==> config.mk <==
export PLATFORM = sky130hd
export DESIGN_NAME = base64_stream_decoder_unit
export DESIGN_NICKNAME = d
export VERILOG_FILES = /design/src/hdl/b64sd_pkg.sv /design/src/hdl/b64sd_core.sv /design/src/hdl/b64sd_serializer.sv /design/src/hdl/base64_stream_decoder_unit.sv
export VERILOG_INCLUDE_DIRS = /design/src /design/src/hdl
export SDC_FILE = /design/constraint.sdc
export NUM_CORES = 1
export LEC_CHECK = 0
export BUFFER_PORTS_ARGS = -buffer_cell sky130_fd_sc_hd__clkbuf_2
export CAP_MARGIN = 20
export CORE_MARGIN = 3
export CORE_UTILIZATION = 67
export CTS_BUF_LIST = sky130_fd_sc_hd__clkbuf_4 sky130_fd_sc_hd__clkbuf_8
export CTS_CLUSTER_SIZE = 40
export DETAILED_ROUTE_END_ITERATION = 12
export PLACE_DENSITY = 0.89
export SYNTH_ARGS = -nofsm -noshare
export SYNTH_HDL_FRONTEND = slang
export SYNTH_SLANG_ARGS = --single-unit
export TNS_END_PERCENT = 30
==> constraint.sdc <==
create_clock -name clock -period 15.5 [get_ports clock]
set_clock_uncertainty 0.05 [all_clocks]
set_input_delay 1.55 -clock clock [delete_from_list [all_inputs] [get_ports clock]]
set_output_delay 1.55 -clock clock [all_outputs]
set_load 0.005 [all_outputs]
==> src/hdl/base64_stream_decoder_unit_macros.svh <==
// ----------------------------------------------------------------------------
// base64_stream_decoder_unit_macros
// assertion helpers used by the top-level decoder file
// ----------------------------------------------------------------------------
`ifndef BASE64_STREAM_DECODER_UNIT_MACROS_SVH
`define BASE64_STREAM_DECODER_UNIT_MACROS_SVH

// same-cycle implication, disabled while in reset
`define B64SD_ASSERT_IMPLIES(label, clk, rst, cond, expr, msg) \
   label: assert property (@(posedge clk) disable iff (rst) (cond) |-> (expr)) \
      else $error(msg);

// next-cycle implication, disabled while in reset
`define B64SD_ASSERT_NEXT(label, clk, rst, cond, expr, msg) \
   label: assert property (@(posedge clk) disable iff (rst) (cond) |=> (expr)) \
      else $error(msg);

`endif

==> src/hdl/b64sd_pkg.sv <==
`timescale 1ns / 1ps
// ----------------------------------------------------------------------------
// b64sd_pkg
// types, constants and the character map of the base64 stream decoder
// ----------------------------------------------------------------------------
package b64sd_pkg;

   localparam logic [7:0]  CHAR_UPPER_A = 8'h41;
   localparam logic [7:0]  CHAR_UPPER_Z = 8'h5A;
   localparam logic [7:0]  CHAR_LOWER_A = 8'h61;
   localparam logic [7:0]  CHAR_LOWER_Z = 8'h7A;
   localparam logic [7:0]  CHAR_DIGIT_0 = 8'h30;
   localparam logic [7:0]  CHAR_DIGIT_9 = 8'h39;
   localparam logic [7:0]  CHAR_PLUS    = 8'h2B;
   localparam logic [7:0]  CHAR_SLASH   = 8'h2F;
   localparam logic [7:0]  CHAR_PAD     = 8'h3D;

   localparam logic [7:0]  LOWER_OFFSET = 8'd26;
   localparam logic [7:0]  DIGIT_OFFSET = 8'd52;
   localparam logic [5:0]  SEXTET_PLUS  = 6'd62;
   localparam logic [5:0]  SEXTET_SLASH = 6'd63;

   localparam logic [15:0] MAX_BYTES_RESET = 16'd1024;

   localparam logic [1:0]  STATUS_OK         = 2'd0;
   localparam logic [1:0]  STATUS_BAD_LENGTH = 2'd1;
   localparam logic [1:0]  STATUS_INVALID    = 2'd2;

   localparam logic [1:0]  LAST_POSITION = 2'd3;
   localparam logic [1:0]  THIRD_POSITION = 2'd2;

   typedef struct packed {
      logic [7:0] char_code;
      logic       last_char;
   } req_type;

   typedef struct packed {
      logic [7:0]  data_byte;
      logic        byte_valid;
      logic        end_of_run;
      logic [1:0]  status;
      logic [15:0] decoded_count;
   } rsp_type;

   // result of one accepted character, handed to the output serializer
   typedef struct packed {
      logic [2:0][7:0] bytes;
      logic [1:0]      items;
      logic            has_bytes;
      logic            end_of_run;
      logic [1:0]      status;
      logic [15:0]     decoded_count;
   } packet_type;

   // returns {valid, sextet}; pad reads as a valid zero
   function automatic logic [6:0] sextet_of(input logic [7:0] c);
      logic [7:0] v;
      logic       ok;
      v  = 8'd0;
      ok = 1'b1;
      case (c) inside
         [CHAR_UPPER_A:CHAR_UPPER_Z]: v = c - CHAR_UPPER_A;
         [CHAR_LOWER_A:CHAR_LOWER_Z]: v = c - CHAR_LOWER_A + LOWER_OFFSET;
         [CHAR_DIGIT_0:CHAR_DIGIT_9]: v = c - CHAR_DIGIT_0 + DIGIT_OFFSET;
         CHAR_PLUS:                   v = {2'b00, SEXTET_PLUS};
         CHAR_SLASH:                  v = {2'b00, SEXTET_SLASH};
         CHAR_PAD:                    v = 8'd0;
         default:                     ok = 1'b0;
      endcase
      return {ok, v[5:0]};
   endfunction

endpackage

==> src/hdl/b64sd_core.sv <==
`timescale 1ns / 1ps
// ----------------------------------------------------------------------------
// b64sd_core
// stream state, group decode, truncation and end-of-string report
// ----------------------------------------------------------------------------
module b64sd_core import b64sd_pkg::*; (
   input  logic        clock,
   input  logic        reset,
   input  logic        csr_wr_en,
   input  logic [15:0] csr_wr_data,
   input  logic        req_valid,
   input  req_type     req_data,
   output logic        req_stall,
   input  logic        pkt_take,
   output logic        pkt_valid,
   output packet_type  pkt_data
);

   logic [15:0]     max_bytes_ff;
   logic [1:0]      pos_ff;
   logic [2:0][5:0] held_ff;
   logic            third_pad_ff;
   logic [15:0]     count_ff;
   logic            invalid_ff;
   logic            stopped_ff;
   logic            pkt_valid_ff;
   packet_type      pkt_ff;

   logic            accept;
   logic [6:0]      lookup;
   logic            char_ok;
   logic [5:0]      sextet;
   logic            pad;
   logic            invalid_in;
   logic            group_done;
   logic            emit_group;
   logic [7:0]      byte0, byte1, byte2;
   logic [1:0]      wanted;
   logic [16:0]     room;
   logic            has_room;
   logic [1:0]      emitted;
   logic [15:0]     count_in;
   logic            stopped_in;
   logic [1:0]      status;
   logic            load;
   packet_type      pkt_in;

   assign req_stall = pkt_valid_ff & ~pkt_take;
   assign accept    = req_valid & ~req_stall;

   always_comb begin
      lookup     = sextet_of(req_data.char_code);
      char_ok    = lookup[6];
      pad        = (req_data.char_code == CHAR_PAD) && pos_ff[1];
      sextet     = pad ? 6'd0 : lookup[5:0];
      invalid_in = invalid_ff | (~char_ok & ~stopped_ff);
      group_done = (pos_ff == LAST_POSITION);
      emit_group = group_done & ~stopped_ff & ~invalid_in;

      byte0 = {held_ff[0], held_ff[1][5:4]};
      byte1 = {held_ff[1][3:0], held_ff[2][5:2]};
      byte2 = {held_ff[2][1:0], sextet};

      wanted   = 2'd1 + {1'b0, ~third_pad_ff} + {1'b0, ~pad};
      room     = {1'b0, max_bytes_ff} - {1'b0, count_ff};
      has_room = count_ff < max_bytes_ff;
      if (!emit_group || !has_room) begin
         emitted = 2'd0;
      end else if (room < {15'd0, wanted}) begin
         emitted = room[1:0];
      end else begin
         emitted = wanted;
      end
      count_in   = count_ff + {14'd0, emitted};
      stopped_in = stopped_ff | (emit_group & (count_in >= max_bytes_ff));

      if (!group_done) begin
         status = STATUS_BAD_LENGTH;
      end else if (invalid_in) begin
         status = STATUS_INVALID;
      end else begin
         status = STATUS_OK;
      end

      // wanted bytes in emit order; a pad in the third place skips the middle byte
      pkt_in.bytes[0]      = byte0;
      pkt_in.bytes[1]      = third_pad_ff ? byte2 : byte1;
      pkt_in.bytes[2]      = byte2;
      pkt_in.has_bytes     = (emitted != 2'd0);
      pkt_in.items         = pkt_in.has_bytes ? emitted : 2'd1;
      pkt_in.end_of_run    = req_data.last_char;
      pkt_in.status        = status;
      pkt_in.decoded_count = (status == STATUS_OK) ? count_in : 16'd0;

      load = accept & (pkt_in.has_bytes | req_data.last_char);
   end

   always_ff @(posedge clock) begin
      if (reset) begin
         max_bytes_ff <= MAX_BYTES_RESET;
      end else if (csr_wr_en) begin
         max_bytes_ff <= csr_wr_data;
      end
   end

   always_ff @(posedge clock) begin
      if (reset) begin
         pos_ff       <= 2'd0;
         third_pad_ff <= 1'b0;
         count_ff     <= 16'd0;
         invalid_ff   <= 1'b0;
         stopped_ff   <= 1'b0;
      end else if (accept) begin
         if (req_data.last_char) begin
            pos_ff       <= 2'd0;
            third_pad_ff <= 1'b0;
            count_ff     <= 16'd0;
            invalid_ff   <= 1'b0;
            stopped_ff   <= 1'b0;
         end else begin
            pos_ff     <= pos_ff + 2'd1;
            count_ff   <= count_in;
            invalid_ff <= invalid_in;
            stopped_ff <= stopped_in;
            if (pos_ff == THIRD_POSITION) begin
               third_pad_ff <= pad;
            end
         end
      end
   end

   always_ff @(posedge clock) begin
      if (accept && !group_done) begin
         held_ff[pos_ff] <= sextet;
      end
   end

   always_ff @(posedge clock) begin
      if (reset) begin
         pkt_valid_ff <= 1'b0;
      end else if (load) begin
         pkt_valid_ff <= 1'b1;
      end else if (pkt_take) begin
         pkt_valid_ff <= 1'b0;
      end
   end

   always_ff @(posedge clock) begin
      if (load) begin
         pkt_ff <= pkt_in;
      end
   end

   assign pkt_valid = pkt_valid_ff;
   assign pkt_data  = pkt_ff;

endmodule

==> src/hdl/b64sd_serializer.sv <==
`timescale 1ns / 1ps
// ----------------------------------------------------------------------------
// b64sd_serializer
// sends one character's results as one transaction per cycle unless rsp_stall
// ----------------------------------------------------------------------------
module b64sd_serializer import b64sd_pkg::*; (
   input  logic       clock,
   input  logic       reset,
   input  logic       pkt_valid,
   input  packet_type pkt_data,
   output logic       pkt_take,
   output logic       rsp_valid,
   output rsp_type    rsp_data,
   input  logic       rsp_stall
);

   packet_type cur_ff;
   logic [1:0] left_ff;

   logic       out_fire;
   logic       final_item;
   logic       end_item;

   assign rsp_valid  = (left_ff != 2'd0);
   assign out_fire   = rsp_valid & ~rsp_stall;
   assign final_item = (left_ff == 2'd1);
   assign pkt_take   = pkt_valid & (~rsp_valid | (out_fire & final_item));
   assign end_item   = cur_ff.end_of_run & final_item;

   always_ff @(posedge clock) begin
      if (reset) begin
         left_ff <= 2'd0;
      end else if (pkt_take) begin
         left_ff <= pkt_data.items;
      end else if (out_fire) begin
         left_ff <= left_ff - 2'd1;
      end
   end

   always_ff @(posedge clock) begin
      if (pkt_take) begin
         cur_ff <= pkt_data;
      end else if (out_fire) begin
         cur_ff.bytes <= {8'h00, cur_ff.bytes[2:1]};
      end
   end

   always_comb begin
      rsp_data.data_byte     = cur_ff.has_bytes ? cur_ff.bytes[0] : 8'h00;
      rsp_data.byte_valid    = cur_ff.has_bytes;
      rsp_data.end_of_run    = end_item;
      rsp_data.status        = end_item ? cur_ff.status : STATUS_OK;
      rsp_data.decoded_count = end_item ? cur_ff.decoded_count : 16'd0;
   end

endmodule

==> src/hdl/base64_stream_decoder_unit.sv <==
`timescale 1ns / 1ps
// ----------------------------------------------------------------------------
// base64_stream_decoder_unit
// base64 character stream in, decoded bytes and end-of-string status out
//
//   port group   direction  contents
//   req_         in         one character and its last-character flag
//   rsp_         out        one decoded byte, or the end report, per transaction
//   csr_         in         write of the output byte limit
//
// one character is taken per cycle unless req_stall; results go through the
// packet buffer and serializer and leave one per cycle unless rsp_stall.
// a packet buffer sits between decode and serializer; req_stall rises only while
// a packet waits behind a serializer that still has items to send.
// with a stalled result port, the serializer and the packet buffer fill first.
// synchronous reset sets the byte limit to 1024 and clears the stream; no
// clearing pass.
// ----------------------------------------------------------------------------
`include "base64_stream_decoder_unit_macros.svh"

module base64_stream_decoder_unit import b64sd_pkg::*; (
   input  logic        clock,
   input  logic        reset,
   input  logic        csr_wr_en,
   input  logic [15:0] csr_wr_data,
   input  logic        req_valid,
   input  req_type     req_data,
   output logic        req_stall,
   output logic        rsp_valid,
   output rsp_type     rsp_data,
   input  logic        rsp_stall
);

   logic       pkt_valid;
   logic       pkt_take;
   packet_type pkt_data;

   b64sd_core u_core (
      .clock       (clock),
      .reset       (reset),
      .csr_wr_en   (csr_wr_en),
      .csr_wr_data (csr_wr_data),
      .req_valid   (req_valid),
      .req_data    (req_data),
      .req_stall   (req_stall),
      .pkt_take    (pkt_take),
      .pkt_valid   (pkt_valid),
      .pkt_data    (pkt_data)
   );

   b64sd_serializer u_serializer (
      .clock     (clock),
      .reset     (reset),
      .pkt_valid (pkt_valid),
      .pkt_data  (pkt_data),
      .pkt_take  (pkt_take),
      .rsp_valid (rsp_valid),
      .rsp_data  (rsp_data),
      .rsp_stall (rsp_stall)
   );

   // input only backs up behind a waiting result
   `B64SD_ASSERT_IMPLIES(a_stall_needs_result, clock, reset, req_stall, rsp_valid,
      "input stalled with no result pending")

   // a transaction without a byte is always the end report
   `B64SD_ASSERT_IMPLIES(a_empty_is_end, clock, reset,
      rsp_valid && !rsp_data.byte_valid, rsp_data.end_of_run,
      "byteless transaction is not the end report")

   // failed strings report a zero count
   `B64SD_ASSERT_IMPLIES(a_fail_zero_count, clock, reset,
      rsp_valid && rsp_data.status != STATUS_OK, rsp_data.decoded_count == 16'd0,
      "failed string reports nonzero count")

endmodule

==> metrics, run 1 <==
status=finished, final reports clean; startpoint types=primary input; post-synth top area cell=edfxtp_1; final cell count without fillers=just under 1,000; setup TNS=0 ns; Seq/Total Area, Yosys=50.7%; CTS H-tree lvls=4; antenna violations before repair=0; Crit Path Max Fanout=7; syn_area_per_cell=slightly above 10 um^2; iteration-0 DRC count of the detailed router=roughly 630; number of cell rows=39; 1st-pass router iterations=5; Top Ports=60; relative slew slack=29.2%; Yosys reg bits=148; critical path required time=~16 ns; via count=approximately 6,000; clk root buf=clkbuf_8; critical path type=in2reg; count of cell types in the netlist=68; clk sink count=around 150; layout cell share with drive strength beyond 1=between 10 and 15%; PD cells=roughly 110 nW/um^2; period utilisation layout=54.3%; Final Hold Fails=0; top_reg_cell synth=edfxtp_1; CP delay by family, top=simple AND/OR/NAND/NOR gates; RSZ-0062 raised after global routing=no; Synth Cell Area=7980 um^2; Critical Path AT=between 8 and 9 ns; Worst Setup EP=u_core.stopped_ff; Setup WS post-layout=around 7.1 ns; VDD IR-drop max=between 0.04 and 0.05 mV; Buf/Inv on CP=1; worst-case clock buffer depth=2; WL/cell=between 15 and 20 um; nets=903; reg-to-reg endpoint=u_core.stopped_ff; Crit path largest cell delay=0.43 ns; final-layout fill cell count=approximately 750; final wirelength=about 18,000 um; number of setup buffers added after CTS=0; WP depth=30; top cell type's share of synthesized area=around two fifths; remaining antenna violation count=0; Worst Setup End Kind=flip-flop; count of pins over their slew limit=0; Setup WS pre-CTS=6.80 ns; crit path time final=roughly 8.4 ns; Leak=0.00369 uW; I/O Buffers=59; RR Startpoint=u_core.max_bytes_ff[0]; Max Fclk=119 MHz; placed cell count=~940; largest net degree at the start of global routing=47; worst min path class=reg2reg; slowest stage cell, crit path=nor2_1; Via density=just over 6; syn nets=~850; Num CTS Buffers=17; first-pass GRT wire length=about 29,000 um; Hold Buf Count CTS=0; ys async rst share=0%; die area=~13,000 um^2; Die W=around 120 um; starting density of the core=69.3%; Die Ht=approximately 120 um; EDFF count, synth=roughly 110; CTS tree=yes; number of global-route vias before repair=between 5,000 and 6,000; Syn-to-layout area delta=10.7%; n_diodes=0; Max-Cap Viols=0; Synth Instances=between 700 and 800; ranking of synthesized cells by area=edfxtp_1 (41%), dfxtp_1 (10%), ha_1 (8.0%), nand2_1 (3.6%), nor2_1 (3.3%); cell area after layout=about 9000 um^2; register cell area after layout=between 4000 and 5000 um^2; post_cts resized=0; DRC=0; Reg2Reg Setup Slack=between 8 and 9 ns; Yosys warnings=0; Worst-Skew Late Latency=approximately 0.46 ns; routability congestion estimate from global placement=about 0.93; worst-margin pin slew=between 1 and 1.5 ns; most numerous cell in the Yosys netlist=edfxtp_1; worst reg2reg path depth=28; DP Area=8350 um^2; GRT Residual Overflow=0; Multi-input gate area=approximately 3600 um^2; Total GRT Usage=28.4%; placed wire-length estimate=12,800 um; Worst Setup SP=req_data[6]; Commonest cells post-synth=edfxtp_1 (108), nand2_1 (76), nor2_1 (71); Final setup viols=0; core area=between 10,000 and 15,000 um^2; clock-pin slew on the worst setup and hold paths=~0.090 ns
[sequential cells by signal, indices dropped and copies added, names as in the netlist, 2 cells and up]
signal,count
u_core.count_ff,16
u_core.pkt_data,46
u_serializer.cur_ff,43
u_core.byte2,2
u_serializer.left_ff,2
u_core.max_bytes_ff,16
u_core.byte0,8
u_core.byte1,8
u_core.pos_ff,2
[per-stage QoR]
stage               power, uW  hold WS [ns]  util [%]
floorplan                 563         0.350         -
global placement          595         0.354      72.5
detailed placement        603         0.355      72.5
CTS                       954         0.372      76.7
global route              990         0.382      76.7
finish                    952         0.372      76.7
[metal layers]
layer | part of all wire, % | GRT usage [%]
met5 | 0 | 0
met4 | 2.8 | 11.3
met3 | 7.2 | 5.84
met2 | 48 | 46.0
met1 | 42 | 37.7
[cells by family (layout without fill, tap and decap cells)]
group                      count (synthesis)  count (layout)  synth area share (%)
and+or+nand+nor                          283             283                  17.8
DFF                                      148             148                  50.7
AOI/OAI and AO/OA                        139             139                  11.6
buffers and inverters                     91             153                  4.41
adders and majority gates                 53              53                  8.50
muxes                                     30              30                  4.00
xor gates and xnor gates                  27              27                  3.06
[report_power, final]
group | internal (uW) | total [uW] | switching [uW] | leakage [uW]
Clock | 197 | 355 | 158 | 0.000234
Sequential | 455 | 466 | 10.8 | 0.00134
Combinational | 49.1 | 132 | 83.2 | 0.00212
[worst reg2reg max path, delay by kind of cell (launching register included)]
kind,cells,cell delay (ns)
simple gates,10,2.56
xor+xnor,1,0.28
buf+inv,2,0.14
compound gates,9,1.38
flops,1,0.38
mux,1,0.28
fa+ha+maj,5,1.67
[area by class of cell]
type                       instances  share of cell area [%]
sequential                       148                    45.8
tap                              143                    2.03
clock buffer                      17                    2.65
multi-input combinational        532                    40.6
inverter                          59                    2.51
timing repair buffer              62                    3.60
clock inverter                    15                    2.81
[how the worst min path moves through the flow]
stage                        start                       to  slack (ns)  depth (start not counted)
5_1_grt         u_core.pkt_data[4]   u_serializer.cur_ff[4]        0.38                          0
2_1_floorplan      u_core.byte0[0]      u_core.pkt_data[22]        0.35                          0
3_3_place_gp   u_core.pkt_data[18]  u_serializer.cur_ff[18]        0.35                          0
3_5_place_dp       u_core.byte0[2]      u_core.pkt_data[24]        0.35                          0
6_report       u_core.pkt_data[12]  u_serializer.cur_ff[12]        0.37                          0
4_1_cts        u_core.pkt_data[12]  u_serializer.cur_ff[12]        0.37                          0
[placed cells by master (no fill, tap or decap), types with 17 or more instances in the layout]
master | netlist | layout
dfxtp_1 | 40 | 40
nand3_1 | 27 | 27
and2_1 | 28 | 28
nand2_1 | 76 | 76
nor2_1 | 71 | 71
clkbuf_8 | 0 | 17
mux2i_1 | 18 | 17
ha_1 | 51 | 51
o21ai_0 | 22 | 22
clkbuf_2 | 0 | 59
and3_1 | 32 | 32
a21oi_1 | 44 | 44
edfxtp_1 | 108 | 108
inv_1 | 58 | 58
xnor2_1 | 23 | 23
No activity file was read; power rests on OpenSTA's default activity.
==> run 2, diff against run 1 <==
- CORE_UTILIZATION: 67 -> 63
- PLACE_DENSITY: 0.89 -> 0.84
- clock period: 15.5 -> 8.2 ns (I/O delays scaled with it)
==> run 2 against run 1 <==
Final cell count increased by 2.7%. Global-route usage decreased by 2.9 points. Setup slack lost 6.1 ns. First-iteration DRC count decreased by 8.9%. Count of clock-buffer cells in the layout unchanged. Non-clock buffer count increased by 2. Final area is 0.43% higher. Combinational power up 89%. Via count decreased by 0.93%. Sequential share of layout area down 0.19 points. Die area grew 6.0%. Power rose by 86%.
==> metrics, run 2 (same netlist as run 1, synthesis figures left out) <==
worst-case clock buffer depth=2; layout cell share with drive strength beyond 1=between 10 and 15%; most common cell after layout, fill and taps aside=edfxtp_1; Leak=~0.0037 uW; count of pins over their slew limit=0; fin util=a little over 70%; 1st-pass router iterations=5; Final Hold Fails=0; number of cell rows=40; Worst Setup End Kind=flip-flop; critical path required time=between 8 and 9 ns; clock-pin slew on the worst setup and hold paths=~0.09 ns; Worst-Skew Late Latency=between 0.4 and 0.5 ns; GRT Residual Overflow=0; setup TNS=0 ns; remaining antenna violation count=0; iteration-0 DRC count of the detailed router=around 570; Total GRT Usage=between 20 and 30%; post_cts resized=0; via count=just under 6,000; Crit Path Max Fanout=7; commonest non-fill, non-tap cells in the layout=edfxtp_1 (108), nand2_1 (76), nor2_1 (71); final-layout fill cell count=around 900; die area=around 14,000 um^2; antenna violations before repair=0; Critical Path AT=7.52 ns; number of setup buffers added after CTS=0; register cell area after layout=a little over 4000 um^2; VDD IR-drop max=approximately 0.095 mV; n_diodes=0; Final Power=1770 uW; final wirelength=between 15,000 and 20,000 um; critical path type=in2reg; starting density of the core=roughly two thirds; clk root buf=clkbuf_8; startpoint types=primary input; clk sink count=about 150; Max-Cap Viols=0; DP Area=between 8000 and 9000 um^2; relative slew slack=between 30% and 40%; Die W=about 120 um; RSZ-0062 raised after global routing=no; cell area after layout=8870 um^2; I/O Buffers=between 50 and 60; Hold Buf Count CTS=0; crit path time final=7.23 ns; routability congestion estimate from global placement=0.900; slowest stage cell, crit path=or3b_1; max reg flops=46; nets=about 910; Final setup viols=0; Top Ports=60; Via density=5.94; PD cells=around 200 nW/um^2; first-pass GRT wire length=28,600 um; placed wire-length estimate=roughly 13,000 um; largest net degree at the start of global routing=48; number of global-route vias before repair=between 5,000 and 6,000; Crit path largest cell delay=0.41 ns; WL/cell=between 15 and 20 um; Multi-input gate area=~3600 um^2; DRC=0; worst min path class=reg2reg; CTS tree=yes; worst-margin pin slew=approximately 1 ns; CTS H-tree lvls=4; Num CTS Buffers=17; status=finished, final reports clean; core area=12,200 um^2; Max Fclk=138 MHz; Syn-to-layout area delta=11.2%; period utilisation layout=around 90%; Die Ht=approximately 120 um
[run 2: cell types whose count changed in the layout (fill, tap and decap cells not counted)]
cell,change
clkinv_2,+1
clkinvlp_4,-1
inv_6,-1
inv_8,-1
clkinv_4,+2
clkinv_8,-1
buf_12,+1
buf_4,+1
[run 2: path summary, 6_finish.rpt]
kind	end	cells after the start	startpoint	slack, ns
min reg2reg	u_serializer.cur_ff[12]	0	u_core.pkt_data[12]	0.37
max	u_core.stopped_ff	31	req_data[6]	0.97
max reg2reg	u_core.stopped_ff	28	u_core.max_bytes_ff[0]	1.49
min	u_serializer.cur_ff[12]	0	u_core.pkt_data[12]	0.37
[run 2: per-stage QoR]
| stage | hold WS [ns] | cells | worst slack [ns] |
|---|---|---|---|
| after floorplan | 0.350 | 771 | 1.02 |
| after global placement | 0.355 | 970 | 0.815 |
| after detailed placement | 0.355 | 970 | 0.626 |
| after CTS | 0.374 | 1001 | 1.09 |
| after global routing | 0.381 | 1002 | 0.443 |
| final | 0.373 | 1002 | 0.974 |
[run 2: final cells by class]
cell class,count,share of cell area (%)
clock inverters,14,2.55
inverters,59,2.50
repair buffers,64,3.89
well taps,168,2.37
multi-input cells,532,40.4
flip-flops and latches,148,45.6
clock buffers,17,2.64
[run 2: where the power goes]
part / switching, uW / leakage (uW) / internal, uW
clock: 283 / 0.000229 / 365
combinational: 155 / 0.00213 / 93.9
sequential: 18.4 / 0.00134 / 859
[run 2: critical path, delay by kind of cell]
kind,cells,cell delay (ns)
and+or+nand+nor,15,3.52
AOI/OAI and AO/OA,9,1.41
adders and majority gates,3,0.87
buffers and inverters,2,0.31
muxes,1,0.29
xor gates and xnor gates,1,0.27
[run 2: layer usage]
metal	share of wire, %	global-route usage, %	routed length, um	vias to the layer above
li1	-	-	-	2854
met1	43	34.6	7500	2815
met2	48	40.4	8400	252
met3	6.3	4.45	1100	34
met4	2.0	11.4	351	0
met5	0	0	0	-
